`src/hw/rtl/sil_pkg.sv`:
```
package sil_pkg;

  localparam int unsigned TableDepth = 256;
  localparam int unsigned IdxW = $clog2(TableDepth);
  localparam int unsigned CntW = IdxW + 1;
  localparam int unsigned TagW = 32;

  typedef enum logic [1:0] {
    CmdClear  = 2'd0,
    CmdInsert = 2'd1,
    CmdLookup = 2'd2,
    CmdNop    = 2'd3
  } cmd_e;

  typedef enum logic [1:0] {
    StOk       = 2'd0,
    StNotFound = 2'd1,
    StFull     = 2'd2,
    StRsvd     = 2'd3
  } status_e;

  typedef struct packed {
    logic [1:0]  command;
    logic [63:0] sym_start;
    logic [63:0] sym_size;
    logic [31:0] sym_tag;
    logic [63:0] lookup_address;
    logic [63:0] origin_address;
  } req_t;

  typedef struct packed {
    logic [1:0]  status;
    logic [31:0] found_tag;
    logic [63:0] found_offset;
    logic [63:0] echoed_origin;
  } rsp_t;

  // controller -> datapath
  typedef struct packed {
    logic load;      // capture request
    logic clear;     // count to zero
    logic rd;        // read entry at ptr
    logic ptr_init;  // ptr = count-1 (ins/search)
    logic ptr_dec;
    logic shift;     // write entry ptr+1 from read data
    logic ins_wr;    // write new entry at ptr+1
    logic first;     // latch first candidate start
    logic set_found;
    logic set_nf;
    logic set_full;
    logic set_ok;
  } ctl_t;

  // datapath -> controller
  typedef struct packed {
    logic     cmd_clear;
    logic     cmd_ins;
    logic     cmd_look;
    logic     full;
    logic     empty;
    logic     ptr_zero;
    logic     key_ge;     // key >= rd start
    logic     hit;        // addr in span of rd entry
    logic     below;      // rd entry ends below first
  } sts_t;

endpackage

```
`src/hw/rtl/sil_ctrl.sv`:
```
module sil_ctrl (
  input  logic          clk_i,
  input  logic          rst_ni,
  input  logic          req_valid_i,
  output logic          req_ready_o,
  output logic          rsp_valid_o,
  input  logic          rsp_ready_i,
  input  sil_pkg::sts_t sts_i,
  output sil_pkg::ctl_t ctl_o
);

  typedef enum logic [6:0] {
    SIdle  = 7'b0000001,
    SDec   = 7'b0000010,
    SRd    = 7'b0000100,
    SIns   = 7'b0001000,
    SFirst = 7'b0010000,
    SLook  = 7'b0100000,
    SOut   = 7'b1000000
  } state_e;

  state_e state_q, state_d;
  logic   rvalid_q, rvalid_d;
  logic   firstf_q, firstf_d;
  // ins: 1 = slot 0 chosen without a further entry read (ptr wrapped)
  logic   atzero_q, atzero_d;

  assign req_ready_o = (state_q == SIdle) && !rvalid_q;
  assign rsp_valid_o = rvalid_q;

  always_comb begin
    state_d  = state_q;
    rvalid_d = rvalid_q && !rsp_ready_i;
    firstf_d = firstf_q;
    atzero_d = atzero_q;
    ctl_o    = '0;
    case (state_q)
      SIdle: begin
        if (req_valid_i && req_ready_o) begin
          ctl_o.load = 1'b1;
          state_d    = SDec;
        end
      end
      SDec: begin
        firstf_d = 1'b1;
        atzero_d = 1'b0;
        if (sts_i.cmd_clear) begin
          ctl_o.clear  = 1'b1;
          ctl_o.set_ok = 1'b1;
          state_d      = SOut;
        end else if (sts_i.cmd_ins) begin
          if (sts_i.full) begin
            ctl_o.set_full = 1'b1;
            state_d        = SOut;
          end else begin
            ctl_o.ptr_init = 1'b1;
            atzero_d       = sts_i.empty;
            state_d        = sts_i.empty ? SIns : SRd;
          end
        end else if (sts_i.cmd_look) begin
          if (sts_i.empty) begin
            ctl_o.set_nf = 1'b1;
            state_d      = SOut;
          end else begin
            ctl_o.ptr_init = 1'b1;
            state_d        = SRd;
          end
        end else begin
          ctl_o.set_ok = 1'b1;
          state_d      = SOut;
        end
      end
      SRd: begin
        ctl_o.rd = 1'b1;
        state_d  = sts_i.cmd_ins ? SIns : (firstf_q ? SFirst : SLook);
      end
      SIns: begin
        if (atzero_q || sts_i.key_ge) begin
          ctl_o.ins_wr = 1'b1;
          ctl_o.set_ok = 1'b1;
          state_d      = SOut;
        end else begin
          ctl_o.shift = 1'b1;
          if (sts_i.ptr_zero) begin
            ctl_o.ptr_dec = 1'b1;
            atzero_d      = 1'b1;
            state_d       = SIns;
          end else begin
            ctl_o.ptr_dec = 1'b1;
            state_d       = SRd;
          end
        end
      end
      SFirst: begin
        // searching for upper bound: first entry with start <= addr
        if (sts_i.key_ge) begin
          ctl_o.first = 1'b1;
          firstf_d    = 1'b0;
          state_d     = SLook;
        end else if (sts_i.ptr_zero) begin
          ctl_o.set_nf = 1'b1;
          state_d      = SOut;
        end else begin
          ctl_o.ptr_dec = 1'b1;
          state_d       = SRd;
        end
      end
      SLook: begin
        if (!sts_i.key_ge) begin
          ctl_o.set_nf = 1'b1;
          state_d      = SOut;
        end else if (sts_i.hit) begin
          ctl_o.set_found = 1'b1;
          state_d         = SOut;
        end else if (!firstf_q && sts_i.below) begin
          ctl_o.set_nf = 1'b1;
          state_d      = SOut;
        end else if (sts_i.ptr_zero) begin
          ctl_o.set_nf = 1'b1;
          state_d      = SOut;
        end else begin
          ctl_o.ptr_dec = 1'b1;
          state_d       = SRd;
        end
      end
      SOut: begin
        rvalid_d = 1'b1;
        state_d  = SIdle;
      end
      default: state_d = SIdle;
    endcase
  end

  always_ff @(posedge clk_i or negedge rst_ni) begin
    if (!rst_ni) begin
      state_q  <= SIdle;
      rvalid_q <= 1'b0;
      firstf_q <= 1'b0;
      atzero_q <= 1'b0;
    end else begin
      state_q  <= state_d;
      rvalid_q <= rvalid_d;
      firstf_q <= firstf_d;
      atzero_q <= atzero_d;
    end
  end

endmodule

```
`config.mk`:
```
export PLATFORM = sky130hd
export DESIGN_NAME = sil_ctrl
export DESIGN_NICKNAME = d
export VERILOG_FILES = /design/src/hw/rtl/sil_pkg.sv /design/src/hw/rtl/sil_ctrl.sv
export SDC_FILE = /design/constraint.sdc
export NUM_CORES = 1
export LEC_CHECK = 0
export BUFFER_PORTS_ARGS = -buffer_cell sky130_fd_sc_hd__buf_2
export CAP_MARGIN = 30
export CELL_PAD_IN_SITES_DETAIL_PLACEMENT = 1
export CELL_PAD_IN_SITES_GLOBAL_PLACEMENT = 1
export CORE_UTILIZATION = 33
export DETAILED_ROUTE_END_ITERATION = 10
export PLACE_DENSITY = 0.85
export SYNTH_ARGS = -nofsm -noshare
export SYNTH_HDL_FRONTEND = slang
export SYNTH_SLANG_ARGS = --single-unit
```
`constraint.sdc`:
```
create_clock -name clk_i -period 2.23 [get_ports clk_i]
set_input_delay 0.223 -clock clk_i [delete_from_list [all_inputs] [get_ports clk_i]]
set_output_delay 0.223 -clock clk_i [all_outputs]
set_load 0.01 [all_outputs]
```
# After elaboration in Yosys (flattened, before gate mapping)
# Cells that the tools add are included.
[word_totals]
in_bits = 13
out_inout_bits = 14
reg_bits = 10
elab_cells = 95
[op_classes]
mux = 68
n_eq_ne = 11
reduce_logical = 12
[op_table]
columns = ["cell", "n"]
rows = [
  ["2-to-1 mux 7 bit", 12],
  ["2-to-1 mux 1 bit", 43],
  ["one-hot mux 7 bit (6 select lines)", 1],
  ["2-to-1 mux 6 bit", 2],
  ["2-to-1 mux 4 bit", 2],
  ["equality test 7 x 1 -> 1 bit (second input constant)", 1],
  ["equality test 7 x 2 -> 1 bit (second input constant)", 1],
  ["equality test 7 x 3 -> 1 bit (second input constant)", 1],
  ["equality test 7 x 4 -> 1 bit (second input constant)", 1],
  ["equality test 7 x 5 -> 1 bit (second input constant)", 1],
  ["equality test 7 x 6 -> 1 bit (second input constant)", 1],
  ["equality test 7 bit (second input constant)", 1],
  ["2-to-1 mux 2 bit", 3],
  ["!= test 2 bit (second input constant)", 3],
  ["one-hot mux 1 bit (2 select lines)", 3],
  ["one-hot mux 1 bit (3 select lines)", 2],
  ["logical AND 1 bit", 4],
  ["nonzero test 2 bit", 2],
  ["zero test 1 bit", 3],
  ["AND reduction 3 bit", 1],
  ["!= test 2 x 1 -> 1 bit (second input constant)", 1],
  ["AND reduction 2 bit", 1],
  ["logical OR 1 bit", 1],
]

# Depth between registers and ports, before layout
# Gate-level depths: netlist (run 1).
[logic_depth]
depth_word = 6
ltp_mapped = 5
ltp_nobuf = 5

# Worst setup path before layout (run 1)
# OpenSTA, ideal clock, no wires.
[synth_path]
path_type = "register to output"
start = "register state_q[2]"
end = "output port ctl_o[0] (netlist name)"
t_arrival_ns = 1.615
slack_ns = 0.392
path_buffers = 0
stages_incl_launch_ff = 4
required_time_ns = 2.007
cell_sequence = "dfrtp_1 -> or4_4 -> or3_1 -> o21ai_0"
[synth_lines]
columns = ["item", "line_no", "rtl"]
rows = [
  ["start, declared", "sil_ctrl.sv:22", "state_e state_q, state_d;"],
  ["start signal, assigned", "sil_ctrl.sv:136", "state_q <= SIdle;"],
  ["start signal, assigned", "sil_ctrl.sv:141", "state_q <= state_d;"],
  ["end, declared", "sil_ctrl.sv:9", "output sil_pkg::ctl_t ctl_o"],
]

==> out/results.ini, run 1 <==
[run_status]
status = complete, no violations

[timing]
finalCritPeriodShare = 0.962
finalMaxSlewViolations = 0
slew_headroom = 0.729
finClkSkew_ns = 0.00851
hold_violations = 0
finalCriticalPeriod_ns = 2.15
timing.fmax_mhz = 466
tns_ns = 0
rsz0062_at_grt = false
setup_viol = 0
tightest_slew_ns = 0.403

[setup_path]
cp-endpoint = ctl_o[0]
arrival_ns = 1.92
crit_start = state_q[2]$_DFFE_PN0P_
reg2reg_to = state_q[2]$_DFFE_PN0P_
worstSetupEndpointType = output port
required_ns = 2.01
worst_path_max_delay_cell = or4_4
cp-start-kind = flop
path_class = reg2out
path_depth = 4
crit_chain = or4_4 -> or3_1 -> o21ai_0 -> buf_2
cp_num_buf_inv = 1
rrSetupSlack_ns = 0.62
crit_fanout = 3
r2r.worst_path.cells = 4
critPathMaxStageDelay_ns = 0.57
crit_family = simple AND/OR/NAND/NOR gates
r2r-start = state_q[5]$_DFFE_PN0P_

[synthesis]
yosysTopAreaCell = dfrtp_1
yosys_register_bits = 10
syn_avg_cell_area_sq_um = 8.40
synth_top_area_share = 0.319
synth_edf_count = 0
synth_area_leaders = dfrtp_1 32%, nor2_1 5.9%, nand2_1 5.3%
synthArstFlopShare = 1.00
synth_area_sq_um = 706
syn_inst = 84
syn_nets = 97
ys.flop_type = dfrtp_1
ys_seq_area_frac = 0.356
yosysWarningCount = 0
synth_cell_type_count = 35

[clock_tree]
clock_sinks = 10
clk_path_buf_depth = 2
cts-buffers-inserted = 3
cts-root-buf = clkbuf_4
cts_tree = yes
cts.clk_slew.worst_paths_ns = 0.07
cts.htree.levels = 1
clock_latency_ns = 0.26

[power_and_ir_drop]
total_power_mw = 0.636
leakage_nw = 0.477
vdd_ir_drop_max_v = 0.000420
power_density_nw_per_um2 = 678

[layout]
seqCellArea_sq_um = 254
multiInputGateArea_sq_um = 443
finalNetCount = 131
fillerInstances = 249
final_cell_mix = 26 x buf_2, 11 x nor2_1, 10 x nand2_1
drive_above_1_share = 0.368
final_common_cell = buf_2
antenna_cells = 0
syn2layout_area_growth_pct = 33.0
fin_area_sq_um = 938

[drt]
detail-route-antenna-nets = 0
drt_first_iter_violations = 5
drt-total-wl_mm = 2.23
drcViolationCount = 0
dr.pass1.iters = 4
route.vias.total = 783
via_per_inst = 5.44
wl_per_cell_um = 15.5

[job]
maxCapViolCount = 0

[global_route]
grt_pass1_vias = 723
grt_pass1_wl_mm = 3.44
grt.overflow.total = 0
grtUsageTotal = 0.219
grt_start_max_net_pins = 11
antenna_found_initial = 0

[place]
gp_congestion = 0.789
port_buffers = 26
placed_area_sq_um = 866
dp_hpwl_mm = 1.82

[floorplan]
die-area_sq_um = 2330
fp.dieW_um = 48.2
die_h_um = 48.2
ios = 27
core-area_sq_um = 1980
rows = 16
initial_core_util = 0.356

[hold_path]
hold_path_class = in2reg

-- area by class of cell --
| class | instances | share of cell area |
|---|---|---|
| multi-input cells | 68 | 0.472 |
| well taps | 27 | 0.0360 |
| repair buffers | 30 | 0.173 |
| flip-flops and latches | 10 | 0.271 |
| inverters | 5 | 0.0200 |
| clock buffers | 4 | 0.0280 |
-- worst min-delay path by stage --
stage	from	cells after the start	endpoint
final	rsp_ready_i	2	rsp_valid_o$_DFF_PN0_
after global routing	rsp_ready_i	2	rsp_valid_o$_DFF_PN0_
after CTS	rsp_ready_i	2	rsp_valid_o$_DFF_PN0_
after detailed placement	rst_ni	1	rsp_valid_o$_DFF_PN0_
after global placement	rst_ni	1	rsp_valid_o$_DFF_PN0_
after floorplan	rst_ni	0	atzero_q$_DFFE_PN0P_
-- stage by stage --
stage                util  cells  hold slack, ns  setup slack [ns]
floorplan               -     84         -0.0726             0.392
global placement    0.437    136          0.0928             0.287
detailed placement  0.437    136          0.0998             0.227
CTS                 0.459    142           0.152            0.0366
global route        0.473    144           0.177           0.00300
finish              0.473    144           0.156            0.0845
-- where the power goes --
part	leakage, nW	internal [mW]	total, mW	switching [mW]
logic	0.336	0.109	0.250	0.141
registers	0.126	0.217	0.258	0.0413
clock network	0.0150	0.0689	0.129	0.0597
-- cells by family (layout without fill, tap and decap cells) --
group	after synthesis	in the layout	share of synthesized area
buffers and inverters	6	39	0.0319
AO/OA/AOI/OAI	13	13	0.142
flip-flops	10	10	0.356
AND/OR/NAND/NOR	54	54	0.457
XOR/XNOR	1	1	0.0124
-- cell usage after synthesis (all sizes together) (2+ instances only) --
master	number
nor3	3
nor4	3
and3	3
nand2	10
nand2b	3
nand3	2
nor4b	3
nor3b	2
dfrtp	9
inv	5
o21ai	5
and4	2
and2	3
nor2b	2
nor2	11
-- registers in the layout (all words and copies together), names as in the netlist --
register     cells
state_q          7
atzero_q         1
firstf_q         1
rsp_valid_o      1
-- worst register-to-register path: stages (launching register included) --
cell and delay, ns:
dfrtp_1 0.49, nor3_2 0.29, and4b_1 0.35, nand2_1 0.13, o221ai_1 0.25
-- routing by layer --
layer	wire, um	global-route usage
met5	0	0
met4	23	0.0667
met3	48	0.0407
met2	1130	0.328
met1	1030	0.320
-- repair_timing --
| action | CTS | global route |
|---|---|---|
| setup endpoints to repair | 1 | 6 |
| setup buffers | 1 | 2 |
| pin swaps | 1 | 0 |
| cloned | 0 | 0 |
| gates resized for setup | 0 | 4 |
| hold buffers | 1 | 0 |
| endpoints found under the hold margin | 9 | 0 |
(Power assumes the default switching activity.)
==> inputs of run 2 (changes only) <==
- BUFFER_PORTS_ARGS: -buffer_cell sky130_fd_sc_hd__buf_2 -> -buffer_cell sky130_fd_sc_hd__buf_4
==> run 2 against run 1 <==
  * Combinational power increased by 14%
  * Clock power increased by 43%
  * Critical path depth rose by 1
  * Total power is 15% higher
  * Utilization up 4.2 points
  * Non-clock buffer count is the same
  * Die area is the same
  * Critical path type unchanged
  * Highest routed layer unchanged
==> out/results.ini, run 2 (same netlist as run 1, synthesis figures left out) <==
[clock_tree]
clock_sinks = 10  ; unchanged
cts-root-buf = clkbuf_4
cts_tree = yes
cts-buffers-inserted = 3  ; unchanged
clock_latency_ns = 0.30  ; +0.04 ns
clk_path_buf_depth = 2  ; unchanged
cts.htree.levels = 1  ; unchanged
cts.clk_slew.worst_paths_ns = 0.07  ; about the same

[timing]
tns_ns = 0  ; unchanged
setup_viol = 0  ; unchanged
slew_headroom = 0.682  ; -0.0469
timing.fmax_mhz = 457  ; -2.0%
finClkSkew_ns = 0.0164  ; +0.00792 ns
hold_violations = 0  ; unchanged
tightest_slew_ns = 0.470  ; +0.0672 ns
finalCriticalPeriod_ns = 2.19  ; +0.0436 ns
finalMaxSlewViolations = 0  ; unchanged
rsz0062_at_grt = true
finalCritPeriodShare = 0.982  ; +0.0196

[layout]
antenna_cells = 0  ; unchanged
seqCellArea_sq_um = 253  ; -0.49%
top_register = state_q
fin_util = 0.515  ; +0.0417
drive_above_1_share = 0.359  ; -0.00855
final_cell_mix = 29 x buf_4, 11 x nor2_1, 10 x nand2_1
fin_area_sq_um = 1020  ; +8.8%
largest_reg_flops = 7  ; unchanged
finalNetCount = 131  ; unchanged
multiInputGateArea_sq_um = 452  ; +2.0%
final_common_cell = buf_4
syn2layout_area_growth_pct = 44.7
fillerInstances = 251  ; +0.80%

[drt]
dr.pass1.iters = 4  ; unchanged
via_per_inst = 5.47  ; +0.51%
drt_first_iter_violations = 28  ; +23
route.vias.total = 787  ; +0.51%
detail-route-antenna-nets = 0  ; unchanged
wl_per_cell_um = 17.2  ; +11%
drcViolationCount = 0  ; unchanged
drt-total-wl_mm = 2.48  ; +11%

[hold_path]
hold_path_class = in2reg

[power_and_ir_drop]
p_sw_frac = 0.383  ; +0.00308
switchingPower_mw = 0.280  ; +16%
pwr-share-comb = 0.390  ; -0.002
vdd_ir_drop_max_v = 0.000395  ; -6.0%
leakage_nw = 0.514  ; +7.8%
p_clk_frac = 0.252  ; +0.050
power_density_nw_per_um2 = 717  ; +5.7%
internal_power_mw = 0.451  ; +14%
seqPwrFrac = 0.359  ; -0.047

[global_route]
grtUsageTotal = 0.238  ; +0.0185
grt_start_max_net_pins = 11  ; unchanged
antenna_found_initial = 0  ; unchanged
grt_pass1_vias = 756  ; +4.6%
grt_pass1_wl_mm = 3.60  ; +4.6%
grt.overflow.total = 0  ; unchanged

[floorplan]
ios = 27  ; unchanged
fp.dieW_um = 48.2  ; unchanged
die_h_um = 48.2  ; unchanged
initial_core_util = 0.356  ; unchanged
core-area_sq_um = 1980  ; unchanged
die-area_sq_um = 2330  ; unchanged
rows = 16  ; unchanged

[place]
port_buffers = 26  ; unchanged
placed_area_sq_um = 938  ; +8.4%
gp_congestion = 0.794  ; +0.74%
dp_hpwl_mm = 1.81  ; -0.31%

[setup_path]
crit_fanout = 6  ; +3
path_class = reg2out
cp-start-kind = flop
required_ns = 2.01  ; about the same
arrival_ns = 1.97  ; +0.05 ns
worstSetupEndpointType = output port

[job]
maxCapViolCount = 0  ; unchanged

[run_status]
status = complete, no violations

run 2: cell type report:
class                           count  share of cell area
Multi-Input combinational cell     68               0.442
Timing Repair Buffer               30               0.223
Inverter                            5              0.0184
Clock buffer                        4              0.0355
Tap cell                           27              0.0331
Sequential cell                    10               0.248
run 2: per-stage QoR:
stage          cells  total power, mW  worst slack (ns)  hold WS, ns
2_1_floorplan     84            0.406             0.392      -0.0726
3_3_place_gp     137            0.513             0.284       0.0576
3_5_place_dp     137            0.525             0.204       0.0615
4_1_cts          144            0.709            0.0111        0.125
5_1_grt          144            0.766           -0.0239        0.142
6_report         144            0.732            0.0409        0.139
run 2: worst paths after layout:
| check | slack (ns) | cells past startpoint | endpoint | start |
|---|---|---|---|---|
| hold reg to reg | 0.57 | 2 | firstf_q$_DFFE_PN0P_ | firstf_q$_DFFE_PN0P_ |
| setup reg to reg | 0.54 | 5 | state_q[0]$_DFFE_PN1P_ | state_q[5]$_DFFE_PN0P_ |
| hold / removal | 0.14 | 2 | rsp_valid_o$_DFF_PN0_ | rsp_ready_i |
| max in group asynchronous | 1.70 | 2 | state_q[0]$_DFFE_PN1P_ | rst_ni |
| min in group asynchronous | 0.29 | 2 | state_q[1]$_DFFE_PN0P_ | rst_ni |
| setup / recovery | 0.04 | 5 | ctl_o[2] | state_q[3]$_DFFE_PN0P_ |
run 2: per-layer routing:
layer  share of wire  track usage  wire (um)  vias up
met5               0            0          0        -
met4           0.017       0.0833         42        0
met3           0.023       0.0333         56        4
met2            0.49        0.395       1220       18
met1            0.47        0.316       1160      391
li1                -            -          -      374
run 2: critical path, stage by stage, from the launching register on:
cell,delay (ns)
dfrtp_2,0.45
or4_4,0.56
nor3_4,0.20
nand2b_4,0.10
o311ai_4,0.22
buf_4,0.17
run 2: power groups by stage:
stage / clock, mW / sequential, mW / combinational, mW
floorplan: 0 / 0.249 / 0.156
global placement: 0 / 0.256 / 0.256
detailed placement: 0 / 0.260 / 0.265
CTS: 0.180 / 0.255 / 0.275
global route: 0.192 / 0.264 / 0.310
finish: 0.184 / 0.262 / 0.285
run 2: timing repair:
| action | in CTS | in global routing |
|---|---|---|
| pin swaps | 1 | 0 |
| endpoints found under the setup margin | 2 | 3 |
| hold buffers | 1 | 0 |
| gates cloned | 0 | 0 |
| setup buffers | 2 | 0 |
| gates resized for setup | 0 | 5 |
| endpoints found under the hold margin | 10 | 0 |
==> inputs of run 3 (changes only) <==
- MAX_ROUTING_LAYER: default -> met4
==> run 3 against run 2 <==
  * Register-to-register slack is essentially flat
  * Highest routed layer unchanged
  * First-iteration DRC count stayed put
  * Clock skew barely moved
  * Critical path type unchanged
==> out/results.ini, run 3 (same netlist as run 1, synthesis figures left out) <==
[run_status]
status = complete, no violations

[global_route]
grt.overflow.total = 0  ; unchanged
grt_start_max_net_pins = 11  ; unchanged
grt_pass1_vias = 753  ; -0.40%
grt_pass1_wl_mm = 3.60  ; unchanged
grtUsageTotal = 0.245  ; +0.00756
antenna_found_initial = 0  ; unchanged

[timing]
finalCritPeriodShare = 0.982  ; about the same
slew_headroom = 0.681  ; -0.00135
hold_ws_ns = 0.140  ; +0.0000410 ns
timing.fmax_mhz = 457  ; about the same
finClkSkew_ns = 0.0161  ; -0.000342 ns
finalCriticalPeriod_ns = 2.19  ; +0.0000369 ns
finalMaxSlewViolations = 0  ; unchanged
setup_viol = 0  ; unchanged
rsz0062_at_grt = true
tightest_slew_ns = 0.472  ; +0.00200 ns
hold_violations = 0  ; unchanged

[layout]
fin_area_sq_um = 1020  ; unchanged
final_cell_mix = 29 x buf_4, 11 x nor2_1, 10 x nand2_1
syn2layout_area_growth_pct = 44.7  ; unchanged
final_common_cell = buf_4
largest_reg_flops = 7  ; unchanged
top_register = state_q
fillerInstances = 251  ; unchanged
drive_above_1_share = 0.359  ; unchanged
antenna_cells = 0  ; unchanged
finalNetCount = 131  ; unchanged

[hold_path]
min_from = rsp_ready_i
min_path_cells = 2  ; unchanged
hold_path_class = in2reg
holdPathEnd = rsp_valid_o$_DFF_PN0_

[drt]
detail-route-antenna-nets = 0  ; unchanged
via_per_inst = 5.49  ; +0.38%
wl_per_cell_um = 17.2  ; +0.16%
drcViolationCount = 0  ; unchanged
dr.pass1.iters = 4  ; unchanged
route.vias.total = 790  ; +0.38%
drt_first_iter_violations = 28  ; unchanged
drt-total-wl_mm = 2.48  ; +0.16%

[clock_tree]
cts-root-buf = clkbuf_4
clk_path_buf_depth = 2  ; unchanged
clock_latency_ns = 0.29  ; about the same
cts-buffers-inserted = 3  ; unchanged
clock_sinks = 10  ; unchanged
cts.htree.levels = 1  ; unchanged
cts.clk_slew.worst_paths_ns = 0.07  ; about the same
cts_tree = yes

[place]
dp_hpwl_mm = 1.81  ; unchanged
placed_area_sq_um = 938  ; unchanged
port_buffers = 26  ; unchanged
gp_congestion = 0.806  ; +1.4%

[floorplan]
die_h_um = 48.2  ; unchanged
initial_core_util = 0.356  ; unchanged
ios = 27  ; unchanged
fp.dieW_um = 48.2  ; unchanged
rows = 16  ; unchanged
core-area_sq_um = 1980  ; unchanged
die-area_sq_um = 2330  ; unchanged

[setup_path]
crit_chain = or4_4 -> nor3_4 -> nand2b_4 -> o311ai_4 -> buf_4
cp_num_buf_inv = 1  ; unchanged
reg2reg_to = state_q[0]$_DFFE_PN1P_
cp-start-kind = flop
crit_family = simple AND/OR/NAND/NOR gates
r2r-start = state_q[5]$_DFFE_PN0P_
rrSetupSlack_ns = 0.54  ; about the same
r2r.worst_path.cells = 5  ; unchanged
critPathMaxStageDelay_ns = 0.56  ; about the same
arrival_ns = 1.97  ; about the same
worst_path_max_delay_cell = or4_4
required_ns = 2.01  ; about the same
worstSetupEndpointType = output port
crit_fanout = 6  ; unchanged
path_class = reg2out

[power_and_ir_drop]
power_density_nw_per_um2 = 715  ; -0.23%
vdd_ir_drop_max_v = 0.000394  ; -0.32%
leakage_nw = 0.514  ; unchanged

[job]
maxCapViolCount = 0  ; unchanged

-- run 3: cell counts in the layout (fill, tap and decap cells not counted) --
No cell type changed its count.
-- run 3: final cells by class --
| class | count | area [sq um] | share of cell area |
|---|---|---|---|
| multi-input combinational | 68 | 452 | 0.442 |
| inverter | 5 | 18.8 | 0.0184 |
| clock buffer | 4 | 36.3 | 0.0355 |
| timing repair buffer | 30 | 228 | 0.223 |
| sequential | 10 | 253 | 0.248 |
| tap | 27 | 33.8 | 0.0331 |
-- run 3: what timing repair did --
| item | 4_1_cts | 5_1_grt |
|---|---|---|
| endpoints found under the hold margin | 10 | 0 |
| hold buffers | 1 | 0 |
| pin swaps | 1 | 0 |
| gates resized for setup | 0 | 5 |
| setup buffers | 2 | 0 |
| setup endpoints to repair | 2 | 3 |
-- run 3: power by group --
part / internal (mW) / switching (mW)
clock network: 0.0996 / 0.0843
registers: 0.216 / 0.0452
logic: 0.135 / 0.149
-- run 3: metal layers --
layer | share of wire | track usage | up-vias
met2 | 0.49 | 0.395 | 22
met5 | 0 | - | -
met1 | 0.47 | 0.316 | 390
li1 | - | - | 374
met4 | 0.017 | 0.0833 | 0
met3 | 0.027 | 0.0333 | 4
-- run 3: per-stage QoR --
stage | cells | TNS [ns] | utilization | power [mW] | setup WS [ns]
2_1_floorplan | 84 | 0 | - | 0.406 | 0.392
3_3_place_gp | 137 | 0 | 0.473 | 0.513 | 0.284
3_5_place_dp | 137 | 0 | 0.473 | 0.525 | 0.204
4_1_cts | 144 | 0 | 0.504 | 0.709 | 0.0111
5_1_grt | 144 | -0.0239 | 0.515 | 0.766 | -0.0239
6_report | 144 | 0 | 0.515 | 0.730 | 0.0409
-- run 3: worst max-delay path by stage --
| stage | startpoint | end | slack (ns) | cells after the start |
|---|---|---|---|---|
| global placement | state_q[2]$_DFFE_PN0P_ | ctl_o[2] | 0.28 | 5 |
| finish | state_q[3]$_DFFE_PN0P_ | ctl_o[2] | 0.04 | 5 |
| detailed placement | state_q[2]$_DFFE_PN0P_ | ctl_o[2] | 0.20 | 5 |
| floorplan | state_q[2]$_DFFE_PN0P_ | ctl_o[0] | 0.39 | 3 |
| global route | state_q[3]$_DFFE_PN0P_ | ctl_o[2] | -0.02 | 5 |
| CTS | state_q[3]$_DFFE_PN0P_ | ctl_o[0] | 0.01 | 4 |
